File: src/hw/rtl/phc_pkg.sv
// ----------------------------------------------------------------------------
// phc_pkg
// Shared types and constants of the packet header checker: beat layouts,
// status and result codes, register indexes and the result push bundle.
// ----------------------------------------------------------------------------
package phc_pkg;

   localparam int HEADER_BYTES = 20;
   localparam int HDR_CNT_W    = 5;
   localparam int OUT_DEPTH    = 4;
   localparam int CSR_ADDR_W   = 4;
   localparam int CSR_DATA_W   = 32;

   typedef enum logic [2:0] {
      ST_OK         = 3'd0,
      ST_TRUNCATED  = 3'd1,
      ST_BAD_MAGIC  = 3'd2,
      ST_BAD_VER    = 3'd3,
      ST_BAD_TYPE   = 3'd4,
      ST_LEN_MISM   = 3'd5
   } status_type;

   typedef enum logic {
      KIND_PAYLOAD = 1'b0,
      KIND_STATUS  = 1'b1
   } kind_type;

   typedef enum logic [1:0] {
      REG_MAGIC     = 2'd0,
      REG_VERSION   = 2'd1,
      REG_TYPE_LOW  = 2'd2,
      REG_TYPE_HIGH = 2'd3
   } reg_index_type;

   typedef struct packed {
      logic [7:0] byte_value;
      logic       last_byte;
   } req_beat_type;

   typedef struct packed {
      kind_type    result_kind;
      logic [7:0]  payload_byte;
      status_type  status;
      logic [15:0] packet_type;
      logic [31:0] sequence_number;
      logic [31:0] frame_number;
      logic [31:0] payload_length;
   } rsp_beat_type;

   typedef struct packed {
      logic [31:0] magic_value;
      logic [15:0] protocol_version;
      logic [15:0] type_low;
      logic [15:0] type_high;
   } cfg_type;

   // up to two result beats produced by one accepted input beat
   typedef struct packed {
      logic [1:0]   count;
      rsp_beat_type first;
      rsp_beat_type second;
   } res_push_type;

endpackage

File: src/hw/rtl/phc_csr.sv
// ----------------------------------------------------------------------------
// phc_csr
// Configuration registers: magic word, protocol version and the accepted
// packet type range, written and read over the register port.
// ----------------------------------------------------------------------------
module phc_csr (
   input  logic                               clock,
   input  logic                               reset,
   input  logic                               psel,
   input  logic                               penable,
   input  logic                               pwrite,
   input  logic [phc_pkg::CSR_ADDR_W-1:0]     paddr,
   input  logic [phc_pkg::CSR_DATA_W-1:0]     pwdata,
   output logic [phc_pkg::CSR_DATA_W-1:0]     prdata,
   output logic                               pready,
   output phc_pkg::cfg_type                   cfg
);

   phc_pkg::cfg_type       cfg_ff;
   phc_pkg::cfg_type       cfg_in;
   phc_pkg::reg_index_type reg_idx;
   logic                   wr_en;

   assign pready  = 1'b1;
   assign reg_idx = phc_pkg::reg_index_type'(paddr[3:2]);
   assign wr_en   = psel && penable && pwrite && pready;
   assign cfg     = cfg_ff;

   always_comb begin
      cfg_in = cfg_ff;
      if (wr_en) begin
         case (reg_idx)
            phc_pkg::REG_MAGIC:     cfg_in.magic_value      = pwdata;
            phc_pkg::REG_VERSION:   cfg_in.protocol_version = pwdata[15:0];
            phc_pkg::REG_TYPE_LOW:  cfg_in.type_low         = pwdata[15:0];
            phc_pkg::REG_TYPE_HIGH: cfg_in.type_high        = pwdata[15:0];
            default:                cfg_in = cfg_ff;
         endcase
      end
   end

   always_comb begin
      case (reg_idx)
         phc_pkg::REG_MAGIC:     prdata = cfg_ff.magic_value;
         phc_pkg::REG_VERSION:   prdata = {16'd0, cfg_ff.protocol_version};
         phc_pkg::REG_TYPE_LOW:  prdata = {16'd0, cfg_ff.type_low};
         phc_pkg::REG_TYPE_HIGH: prdata = {16'd0, cfg_ff.type_high};
         default:                prdata = '0;
      endcase
   end

   always_ff @(posedge clock) begin
      if (reset) begin
         cfg_ff <= '0;
      end else begin
         cfg_ff <= cfg_in;
      end
   end

endmodule

File: src/hw/rtl/phc_core.sv
// ----------------------------------------------------------------------------
// phc_core
// Per-packet state: header assembly, payload counting and the header checks.
// Forms up to two result beats for each accepted input beat.
// ----------------------------------------------------------------------------
module phc_core (
   input  logic                  clock,
   input  logic                  reset,
   input  logic                  in_accept,
   input  phc_pkg::req_beat_type in_beat,
   input  phc_pkg::cfg_type      cfg,
   output phc_pkg::res_push_type push
);

   logic [phc_pkg::HDR_CNT_W-1:0] hdr_cnt_ff, hdr_cnt_in, hdr_cnt_upd;
   logic [31:0] magic_ff,  magic_in,  magic_upd;
   logic [15:0] ver_ff,    ver_in,    ver_upd;
   logic [15:0] ptype_ff,  ptype_in,  ptype_upd;
   logic [31:0] len_ff,    len_in,    len_upd;
   logic [31:0] seq_ff,    seq_in,    seq_upd;
   logic [31:0] frame_ff,  frame_in,  frame_upd;
   logic [31:0] pay_cnt_ff, pay_cnt_in, pay_cnt_upd;

   logic                   in_header;
   logic                   hdr_ok;
   logic                   fwd;
   phc_pkg::status_type    st;
   phc_pkg::rsp_beat_type  pay_res;
   phc_pkg::rsp_beat_type  st_res;

   assign in_header = hdr_cnt_ff < phc_pkg::HDR_CNT_W'(phc_pkg::HEADER_BYTES);
   assign hdr_ok    = (magic_ff == cfg.magic_value) && (ver_ff == cfg.protocol_version) &&
                      (ptype_ff >= cfg.type_low) && (ptype_ff <= cfg.type_high);
   assign fwd       = !in_header && hdr_ok;

   // header byte placement and payload count
   always_comb begin
      hdr_cnt_upd = hdr_cnt_ff;
      magic_upd   = magic_ff;
      ver_upd     = ver_ff;
      ptype_upd   = ptype_ff;
      len_upd     = len_ff;
      seq_upd     = seq_ff;
      frame_upd   = frame_ff;
      pay_cnt_upd = pay_cnt_ff;
      if (in_header) begin
         hdr_cnt_upd = hdr_cnt_ff + 1'b1;
         case (hdr_cnt_ff) inside
            [5'd0:5'd3]:   magic_upd[{hdr_cnt_ff[1:0], 3'b000} +: 8] = in_beat.byte_value;
            [5'd4:5'd5]:   ver_upd[{hdr_cnt_ff[0], 3'b000} +: 8]     = in_beat.byte_value;
            [5'd6:5'd7]:   ptype_upd[{hdr_cnt_ff[0], 3'b000} +: 8]   = in_beat.byte_value;
            [5'd8:5'd11]:  len_upd[{hdr_cnt_ff[1:0], 3'b000} +: 8]   = in_beat.byte_value;
            [5'd12:5'd15]: seq_upd[{hdr_cnt_ff[1:0], 3'b000} +: 8]   = in_beat.byte_value;
            default:       frame_upd[{hdr_cnt_ff[1:0], 3'b000} +: 8] = in_beat.byte_value;
         endcase
      end else if (pay_cnt_ff != '1) begin
         pay_cnt_upd = pay_cnt_ff + 1'b1;
      end
   end

   // end-of-packet status in priority order
   always_comb begin
      if (hdr_cnt_upd < phc_pkg::HDR_CNT_W'(phc_pkg::HEADER_BYTES)) begin
         st = phc_pkg::ST_TRUNCATED;
      end else if (magic_upd != cfg.magic_value) begin
         st = phc_pkg::ST_BAD_MAGIC;
      end else if (ver_upd != cfg.protocol_version) begin
         st = phc_pkg::ST_BAD_VER;
      end else if ((ptype_upd < cfg.type_low) || (ptype_upd > cfg.type_high)) begin
         st = phc_pkg::ST_BAD_TYPE;
      end else if ((pay_cnt_upd == '1) || (pay_cnt_upd != len_upd)) begin
         st = phc_pkg::ST_LEN_MISM;
      end else begin
         st = phc_pkg::ST_OK;
      end
   end

   always_comb begin
      pay_res              = '0;
      pay_res.result_kind  = phc_pkg::KIND_PAYLOAD;
      pay_res.payload_byte = in_beat.byte_value;
      pay_res.status       = phc_pkg::ST_OK;

      st_res                 = '0;
      st_res.result_kind     = phc_pkg::KIND_STATUS;
      st_res.status          = st;
      st_res.packet_type     = ptype_upd;
      st_res.sequence_number = seq_upd;
      st_res.frame_number    = frame_upd;
      st_res.payload_length  = len_upd;

      push.count  = 2'd0;
      push.first  = fwd ? pay_res : st_res;
      push.second = st_res;
      if (in_accept) begin
         push.count = {1'b0, fwd} + {1'b0, in_beat.last_byte};
      end
   end

   // the last byte returns all packet state to zero
   always_comb begin
      hdr_cnt_in = hdr_cnt_ff;
      magic_in   = magic_ff;
      ver_in     = ver_ff;
      ptype_in   = ptype_ff;
      len_in     = len_ff;
      seq_in     = seq_ff;
      frame_in   = frame_ff;
      pay_cnt_in = pay_cnt_ff;
      if (in_accept) begin
         if (in_beat.last_byte) begin
            hdr_cnt_in = '0;
            magic_in   = '0;
            ver_in     = '0;
            ptype_in   = '0;
            len_in     = '0;
            seq_in     = '0;
            frame_in   = '0;
            pay_cnt_in = '0;
         end else begin
            hdr_cnt_in = hdr_cnt_upd;
            magic_in   = magic_upd;
            ver_in     = ver_upd;
            ptype_in   = ptype_upd;
            len_in     = len_upd;
            seq_in     = seq_upd;
            frame_in   = frame_upd;
            pay_cnt_in = pay_cnt_upd;
         end
      end
   end

   always_ff @(posedge clock) begin
      if (reset) begin
         hdr_cnt_ff <= '0;
         magic_ff   <= '0;
         ver_ff     <= '0;
         ptype_ff   <= '0;
         len_ff     <= '0;
         seq_ff     <= '0;
         frame_ff   <= '0;
         pay_cnt_ff <= '0;
      end else begin
         hdr_cnt_ff <= hdr_cnt_in;
         magic_ff   <= magic_in;
         ver_ff     <= ver_in;
         ptype_ff   <= ptype_in;
         len_ff     <= len_in;
         seq_ff     <= seq_in;
         frame_ff   <= frame_in;
         pay_cnt_ff <= pay_cnt_in;
      end
   end

endmodule

File: src/hw/rtl/phc_outq.sv
// ----------------------------------------------------------------------------
// phc_outq
// Result queue: takes up to two result beats per cycle and hands one beat
// per cycle to the result channel while rsp_stall is low.
// ----------------------------------------------------------------------------
module phc_outq #(
   parameter int DEPTH = phc_pkg::OUT_DEPTH
) (
   input  logic                  clock,
   input  logic                  reset,
   input  phc_pkg::res_push_type push,
   output logic                  room,
   output logic                  rsp_valid,
   input  logic                  rsp_stall,
   output phc_pkg::rsp_beat_type rsp_beat
);

   localparam int PTR_W = (DEPTH > 1) ? $clog2(DEPTH) : 1;
   localparam int CNT_W = $clog2(DEPTH + 1);

   phc_pkg::rsp_beat_type mem [DEPTH];

   logic [PTR_W-1:0] wr_ptr_ff, wr_ptr_in, wr_ptr_nx;
   logic [PTR_W-1:0] rd_ptr_ff, rd_ptr_in;
   logic [CNT_W-1:0] count_ff, count_in;
   logic             pop;

   function automatic logic [PTR_W-1:0] ptr_next(input logic [PTR_W-1:0] p);
      logic [PTR_W-1:0] r;
      if (p == PTR_W'(DEPTH - 1)) begin
         r = '0;
      end else begin
         r = p + 1'b1;
      end
      return r;
   endfunction

   assign room      = count_ff <= CNT_W'(DEPTH - 2);
   assign rsp_valid = count_ff != '0;
   assign rsp_beat  = mem[rd_ptr_ff];
   assign pop       = rsp_valid && !rsp_stall;
   assign wr_ptr_nx = ptr_next(wr_ptr_ff);

   always_comb begin
      rd_ptr_in = pop ? ptr_next(rd_ptr_ff) : rd_ptr_ff;
      case (push.count)
         2'd1:    wr_ptr_in = wr_ptr_nx;
         2'd2:    wr_ptr_in = ptr_next(wr_ptr_nx);
         default: wr_ptr_in = wr_ptr_ff;
      endcase
      count_in = count_ff + CNT_W'(push.count) - CNT_W'(pop);
   end

   always_ff @(posedge clock) begin
      if (push.count != 2'd0) begin
         mem[wr_ptr_ff] <= push.first;
      end
      if (push.count == 2'd2) begin
         mem[wr_ptr_nx] <= push.second;
      end
   end

   always_ff @(posedge clock) begin
      if (reset) begin
         wr_ptr_ff <= '0;
         rd_ptr_ff <= '0;
         count_ff  <= '0;
      end else begin
         wr_ptr_ff <= wr_ptr_in;
         rd_ptr_ff <= rd_ptr_in;
         count_ff  <= count_in;
      end
   end

endmodule

File: src/hw/rtl/packet_header_checker_unit.sv
// ----------------------------------------------------------------------------
// packet_header_checker_unit
// Streaming packet header checker: assembles a 20-byte little-endian header,
// forwards payload bytes of packets whose header passes and closes each
// packet with one status beat.
// ----------------------------------------------------------------------------
// One packet byte is taken per cycle while req_stall is low, and its results
// are written into a small result queue in the same cycle; a result is held
// there until earlier beats have left the rsp port. A byte that is both
// payload and the last byte of the packet yields two result beats; the rsp
// port drains one beat per cycle while rsp_stall is low. req_stall rises while
// the queue cannot hold two more beats. Registers are to be written only while
// no packet byte is in flight; the block itself does not enforce this.
module packet_header_checker_unit #(
   parameter int OUT_DEPTH = phc_pkg::OUT_DEPTH
) (
   input  logic                              clock,
   input  logic                              reset,
   input  logic                              req_valid,
   output logic                              req_stall,
   input  phc_pkg::req_beat_type             req_beat,
   output logic                              rsp_valid,
   input  logic                              rsp_stall,
   output phc_pkg::rsp_beat_type             rsp_beat,
   input  logic                              psel,
   input  logic                              penable,
   input  logic                              pwrite,
   input  logic [phc_pkg::CSR_ADDR_W-1:0]    paddr,
   input  logic [phc_pkg::CSR_DATA_W-1:0]    pwdata,
   output logic [phc_pkg::CSR_DATA_W-1:0]    prdata,
   output logic                              pready
);

   phc_pkg::cfg_type      cfg;
   phc_pkg::res_push_type push;
   logic                  room;
   logic                  req_accept;

   assign req_stall  = !room;
   assign req_accept = req_valid && !req_stall;

   phc_csr u_csr (
      .clock   (clock),
      .reset   (reset),
      .psel    (psel),
      .penable (penable),
      .pwrite  (pwrite),
      .paddr   (paddr),
      .pwdata  (pwdata),
      .prdata  (prdata),
      .pready  (pready),
      .cfg     (cfg)
   );

   phc_core u_core (
      .clock     (clock),
      .reset     (reset),
      .in_accept (req_accept),
      .in_beat   (req_beat),
      .cfg       (cfg),
      .push      (push)
   );

   phc_outq #(
      .DEPTH (OUT_DEPTH)
   ) u_outq (
      .clock     (clock),
      .reset     (reset),
      .push      (push),
      .room      (room),
      .rsp_valid (rsp_valid),
      .rsp_stall (rsp_stall),
      .rsp_beat  (rsp_beat)
   );

endmodule
File: config.mk
export PLATFORM = sky130hd
export DESIGN_NAME = packet_header_checker_unit
export DESIGN_NICKNAME = d
export VERILOG_FILES = /design/src/hw/rtl/phc_pkg.sv /design/src/hw/rtl/phc_csr.sv /design/src/hw/rtl/phc_core.sv /design/src/hw/rtl/phc_outq.sv /design/src/hw/rtl/packet_header_checker_unit.sv
export SDC_FILE = /design/constraint.sdc
export NUM_CORES = 2
export LEC_CHECK = 0
export BUFFER_PORTS_ARGS = -buffer_cell sky130_fd_sc_hd__buf_2
export CAP_MARGIN = 10
export CORE_MARGIN = 2
export CORE_UTILIZATION = 45
export DETAILED_ROUTE_END_ITERATION = 10
export GPL_TIMING_DRIVEN = 0
export SYNTH_ARGS = -nofsm -noshare
export SYNTH_HDL_FRONTEND = slang
export SYNTH_HIERARCHICAL = 1
export SYNTH_SLANG_ARGS = --single-unit
File: constraint.sdc
create_clock -name clock -period 19.1 [get_ports clock]
set_input_delay 2.865 -clock clock [delete_from_list [all_inputs] [get_ports clock]]
set_output_delay 2.865 -clock clock [all_outputs]
set_load 0.005 [all_outputs]
# Word-level counts from Yosys, hierarchy flattened
# Memories as Yosys holds them, arrays and structs flattened. A register that Yosys moved wholly into a read port is not among the register bits.
# Index checks and enable logic that the tools add are counted.
[op_classes]
add_sub_neg = 10
magnitude_cmp = 17
n_eq_ne = 15
n_shift = 4
muxes = 61
reduce_logical = 26
[op_table]
columns = ["op", "n"]
rows = [
  ["32-bit 2-to-1 mux", 26],
  ["16-bit 2-to-1 mux", 9],
  ["32-bit bitwise mux", 4],
  ["32-bit one-hot mux with 4 select lines", 1],
  ["124-bit 2-to-1 mux", 1],
  ["32-bit inequality test", 2],
  ["32-bit by 1-bit adder with 32-bit output, second input constant", 1],
  ["16-bit bitwise mux", 2],
  ["32-bit == test", 1],
  ["32-bit == test, second input constant", 1],
  ["32-bit inequality test, second input constant", 1],
  ["8-bit by 7-bit variable shift with 32-bit output, first input constant", 1],
  ["8-bit by 7-bit variable part select with 32-bit output", 1],
  ["16-bit == test", 1],
  ["16-bit greater-or-equal comparator", 1],
  ["16-bit > comparator", 1],
  ["16-bit less-or-equal comparator", 1],
  ["16-bit < comparator", 1],
  ["16-bit inequality test", 1],
  ["8-bit by 6-bit variable shift with 16-bit output, first input constant", 1],
  ["8-bit by 6-bit variable part select with 16-bit output", 1],
  ["3-bit 2-to-1 mux", 5],
  ["1-bit logical AND", 13],
  ["2-bit == test, second input constant", 6],
  ["other kinds (26)", 50],
]
[totals]
ff_bits = 284
ram_bits = 496
in_bits = 52
out_inout_bits = 159
wordCells = 149
memories = 1
[memory_table]
columns = ["memory", "depth", "word_bits", "read_ports", "rd_ports_with_merged_regs", "wr", "line", "rtl"]
rows = [
  ["u_outq.mem", 4, 124, 1, 1, 2, "phc_outq.sv:21", "phc_pkg::rsp_beat_type mem [DEPTH];"],
]

# Depth between registers and ports, before layout
[logic_depth]
word_depth = 16
ltp_mapped = 22

# Modules after synthesis
# The synthesis kept the hierarchy.
[modules_own_cells]
columns = ["module", "n_inst", "cells_each", "area_per_inst_um2", "seq_area_each_um2"]
rows = [
  ["phc_outq", 1, 1267, 24464.7, 15074.5],
  ["phc_core", 1, 1927, 14674.1, 3943.8],
  ["phc_csr", 1, 342, 3824.9, 1601.5],
  ["packet_header_checker_unit", 1, 2, 10.0, 0.0],
]

# Least setup slack after synthesis
# Ideal clock, no wire load.
[synth_path]
path_kind = "input to register"
startpoint = "input port req_valid"
endpoint = "memory u_outq/mem[2][0] (netlist bit) (enable)"
arrival_ns = 12.871
required_time_ns = 18.322
path_slack_ns = 5.451
stages = 8
path_cell_list = "and2_1 clkbuf_1 clkbuf_1 clkbuf_1 and2_1 inv_1 ha_1 o21ai_0"
[synth_rtl]
columns = ["element", "line", "rtl"]
rows = [
  ["start, declared", "packet_header_checker_unit.sv:19", "input logic req_valid,"],
  ["end, declared", "phc_outq.sv:21", ""],
]

==> key figures <==
Synth
  – Mapped Cells: approximately 3500
  – Most used DFF post-synth: edfxtp_1
  – Library cells used by synthesis: 91
  – Yosys top cell area share: 0.3466
  – Ys async rst share: 0
  – Area contributors post-synth: edfxtp_1, dfxtp_1, mux2_2
  – Yosys top cell by area: edfxtp_1
  – Synth Register Bits: between 700 and 800
  – Yosys warns: 6
  – Synthesized area per cell: 12.15 µm²
  – Post-synth EDFFs: 496
  – Sequential-to-total area share from yosys stat: 0.4798
  – Synthesized area: 42970 µm²

Final layout
  – Sequential cell area: slightly above 20000 µm²
  – Nets: around 4000
  – Post-route cell area: slightly below 50000 µm²
  – Area occupied by multi-input gates: roughly 21000 µm²
  – Area grow syn2layout: 14.39%
  – Fill count: 8252
  – Layout cell share with drive strength beyond 1: 0.2553
  – Final cell count without fillers: roughly 5200

Job
  – Max Cap Viol: 0

Global routing
  – First-pass GRT wire length: 196500 µm
  – Largest net degree at the start of global routing: 24
  – Vias in the first global route: around 30000
  – Gr ovfl total: 0
  – GRT Total Usage: 0.2692
  – Initial antenna violation count: 6

Critical path
  – FF-to-FF End: u_outq/mem[0][43]
  – Setup crit end kind: flop
  – CP Max Fanout: 21
  – Crit. Startpoint: u_core/hdr_cnt_ff[4]
  – Slack of the worst reg-to-reg path: between 10 and 15 ns
  – WS Path Type: reg -> reg
  – Req. time, crit path: between 15 and 20 ns
  – Worst EP arrival: between 8 and 9 ns
  – Reg2reg path depth: 24
  – Reg2reg start: u_core/hdr_cnt_ff[4]
  – Startpoint Class: flop

Floorplan
  – Die W: between 300 and 400 µm
  – DIE AREA: between 90000 and 100000 µm²
  – Core Footprint: 94870 µm²
  – Ports: about 210
  – Row count: around 110
  – Initial Util: 0.4530
  – Height of the chip: around 310 µm

STA
  – Setup TNS Final: 0 ns
  – Slew HR: 0.08277
  – Least-Margin Pin Slew: between 1 and 1.5 ns
  – RSZ-0062 raised after global routing: no
  – FMAX: between 0.1 and 0.15 GHz
  – Crit path time final: approximately 7.9 ns
  – Clock Skews: 0.03198 ns
  – # setup viols final: 0
  – Final hold vios: 0
  – Tcrit/Tclk final: 0.4154
  – Hold WS: ~0.5 ns
  – Final Slew Violations: 0
  – Setup ws final: 11.17 ns

Clocking
  – # Post-CTS Setup Buffers: 0
  – TritonCTS Sinks: roughly 780
  – Cts hold-fix bufs: 0
  – Clock slew at reported path FFs: approximately 0.060 ns
  – Clock root cell: clkbuf_16
  – CTS buffer count: 86
  – Clk buf depth: 3
  – CTS H-Tree Depth: 3
  – Worst-Skew Late Latency: roughly 0.67 ns
  – CTS tree: built
  – Cts repair resizes: 0

Drt
  – DR DRC count: 0
  – Vias: a little over 30000
  – Vias per cell: approximately 5.8
  – Overall routed net length: 134400 µm
  – Routed Antenna Nets: 0
  – Wire length on met3: between 10000 and 15000 µm
  – Routed WL per cell: 25.81 µm
  – Met2 WL post-DR: around 61000 µm
  – Initial DRC Count: roughly 3000
  – Wire length on met1: 57560 µm
  – Number of detailed-route iterations in the first pass: 5
  – Highest metal used: met5

Power
  – Worst IR Drop VDD: 0.07635 mV
  – Pleak: between 15 and 20 nW
  – Pwr dens: slightly below 90 nW/µm²

Place
  – GP Congestion: roughly 1
  – HPWL Detailed: 95770 µm
  – Placed cell areas: between 40000 and 50000 µm²
  – Placement Setup Slack: roughly 11 ns
  – Placed Cells: 5044
  – Port bufs: ~210

Min path
  – Hold depth: 2
  – Hold Path Class: reg -> reg
  – Hold Path Sink: u_csr/cfg[20]
  – Worst Hold Launch: u_csr/cfg[20]

Status
  – Status: finished, final reports clean
==> power by group <==
part	total [W]	switching (W)	leakage [nW]	internal [W]
Clock	0.00172	0.000711	1.43	0.00101
Sequential	0.00187	0.0000207	6.75	0.00185
Combinational	0.000727	0.000438	10.7	0.000290
==> area by class of cell <==
class	count	share of cell area
Multi-Input combinational cell	2410	0.4206
Sequential cell	782	0.4194
Clock buffer	130	0.05187
Timing Repair Buffer	234	0.03260
Tap cell	1265	0.03220
Buffer	262	0.02876
Clock inverter	32	0.007483
Inverter	91	0.006948
Antenna cell	1	0.00005090
==> per-stage QoR <==
stage | util | total power, W
finish | 0.5182 | 0.004314
CTS | 0.5182 | 0.004343
floorplan | - | 0.002334
global placement | 0.4809 | 0.002655
detailed placement | 0.4874 | 0.002631
global route | 0.5182 | 0.004450
==> worst max-delay path, stage by stage, from the launching register on <==
cell	delay, ns
dfxtp_1	0.40
buf_2	0.27
inv_2	0.10
nor2_2	0.48
nand4_1	0.16
nor4_1	0.35
nand4_1	0.16
nor4_1	0.30
o21ai_0	0.23
nor4_4	0.47
buf_8	0.23
clkbuf_1	0.82
clkbuf_1	0.79
ha_1	0.36
and2_1	0.17
inv_1	0.08
ha_1	0.14
buf_4	0.16
nand2_2	0.29
buf_4	0.34
buf_6	0.19
o21ai_4	0.35
buf_12	0.29
buf_12	0.22
buf_16	0.19
==> worst max-delay path by stage <==
stage | endpoint | slack [ns]
floorplan | u_outq/mem[2][0] | 5.45
global placement | u_outq/mem[2][21] | -5.11
detailed placement | u_outq/mem[0][114] | 11.13
CTS | u_outq/mem[2][32] | 11.30
global route | u_outq/mem[2][32] | 11.08
finish | u_outq/mem[0][43] | 11.17
==> cells in the mapped netlist (all sizes together) (5+ instances only) <==
cell type and n:
a211oi 5, a21o 11, a21oi 73, a22oi 138, a31oi 5, a32oi 34, and2 43, and3 8
and4 8, buf 129, clkbuf 133, dfxtp 286, edfxtp 496, ha 84, inv 90, mux2 525
mux2i 116, mux4 140, nand2 145, nand2b 107, nand3 28, nand3b 5, nand4 47, nand4b 19
nor2 294, nor2b 105, nor3 38, nor3b 6, nor4 41, nor4bb 5, o21a 15, o21ai 143
or3 6, or4 8, xnor2 103, xor2 37
==> cells by family after synthesis <==
| logic type | count (synthesis) | share of synthesized area |
|---|---|---|
| AND/OR/NAND/NOR | 930 | 0.1150 |
| flip-flops | 782 | 0.4798 |
| multiplexers | 781 | 0.2387 |
| AO/OA/AOI/OAI | 460 | 0.06962 |
| buffers and inverters | 353 | 0.04085 |
| XOR/XNOR | 144 | 0.03080 |
| adder cells (fa/ha/maj) | 85 | 0.02492 |
| other | 3 | 0.0002620 |
==> metal layers <==
metal | up-vias | global-route usage
met3 | 247 | 0.05214
met4 | 6 | 0.09417
met1 | 15050 | 0.3729
met5 | - | 0
met2 | 1264 | 0.4227
li1 | 13870 | -
==> cells in the final DEF (no fill, tap or decap), drive strengths merged, types with 28 or more instances in the layout <==
master	synthesis	final
mux2i	116	116
xnor2	103	103
edfxtp	496	496
ha	84	84
mux4	140	140
and2	43	43
buf	129	363
dfxtp	286	286
a22oi	138	138
a32oi	34	34
a21oi	73	73
mux2	525	525
nor2	294	294
nand4	47	47
nand2b	107	107
clkbuf	133	263
nor2b	105	105
nand3	28	28
inv	90	94
nor3	38	38
o21ai	143	143
nor4	41	41
xor2	37	37
nand2	145	145
==> flip-flops by register name (all words and copies together) (netlist names), 5 cells and up, named ones only <==
register	count
u_core/hdr_cnt_ff	5
u_core/frame_ff	32
u_outq/mem	496
u_core/ptype_ff	16
u_core/ver_ff	16
u_core/pay_cnt_ff	32
u_core/magic_ff	32
u_core/seq_ff	32
u_csr/cfg	80
u_core/len_ff	32
Power figures use the tool's default switching activity.
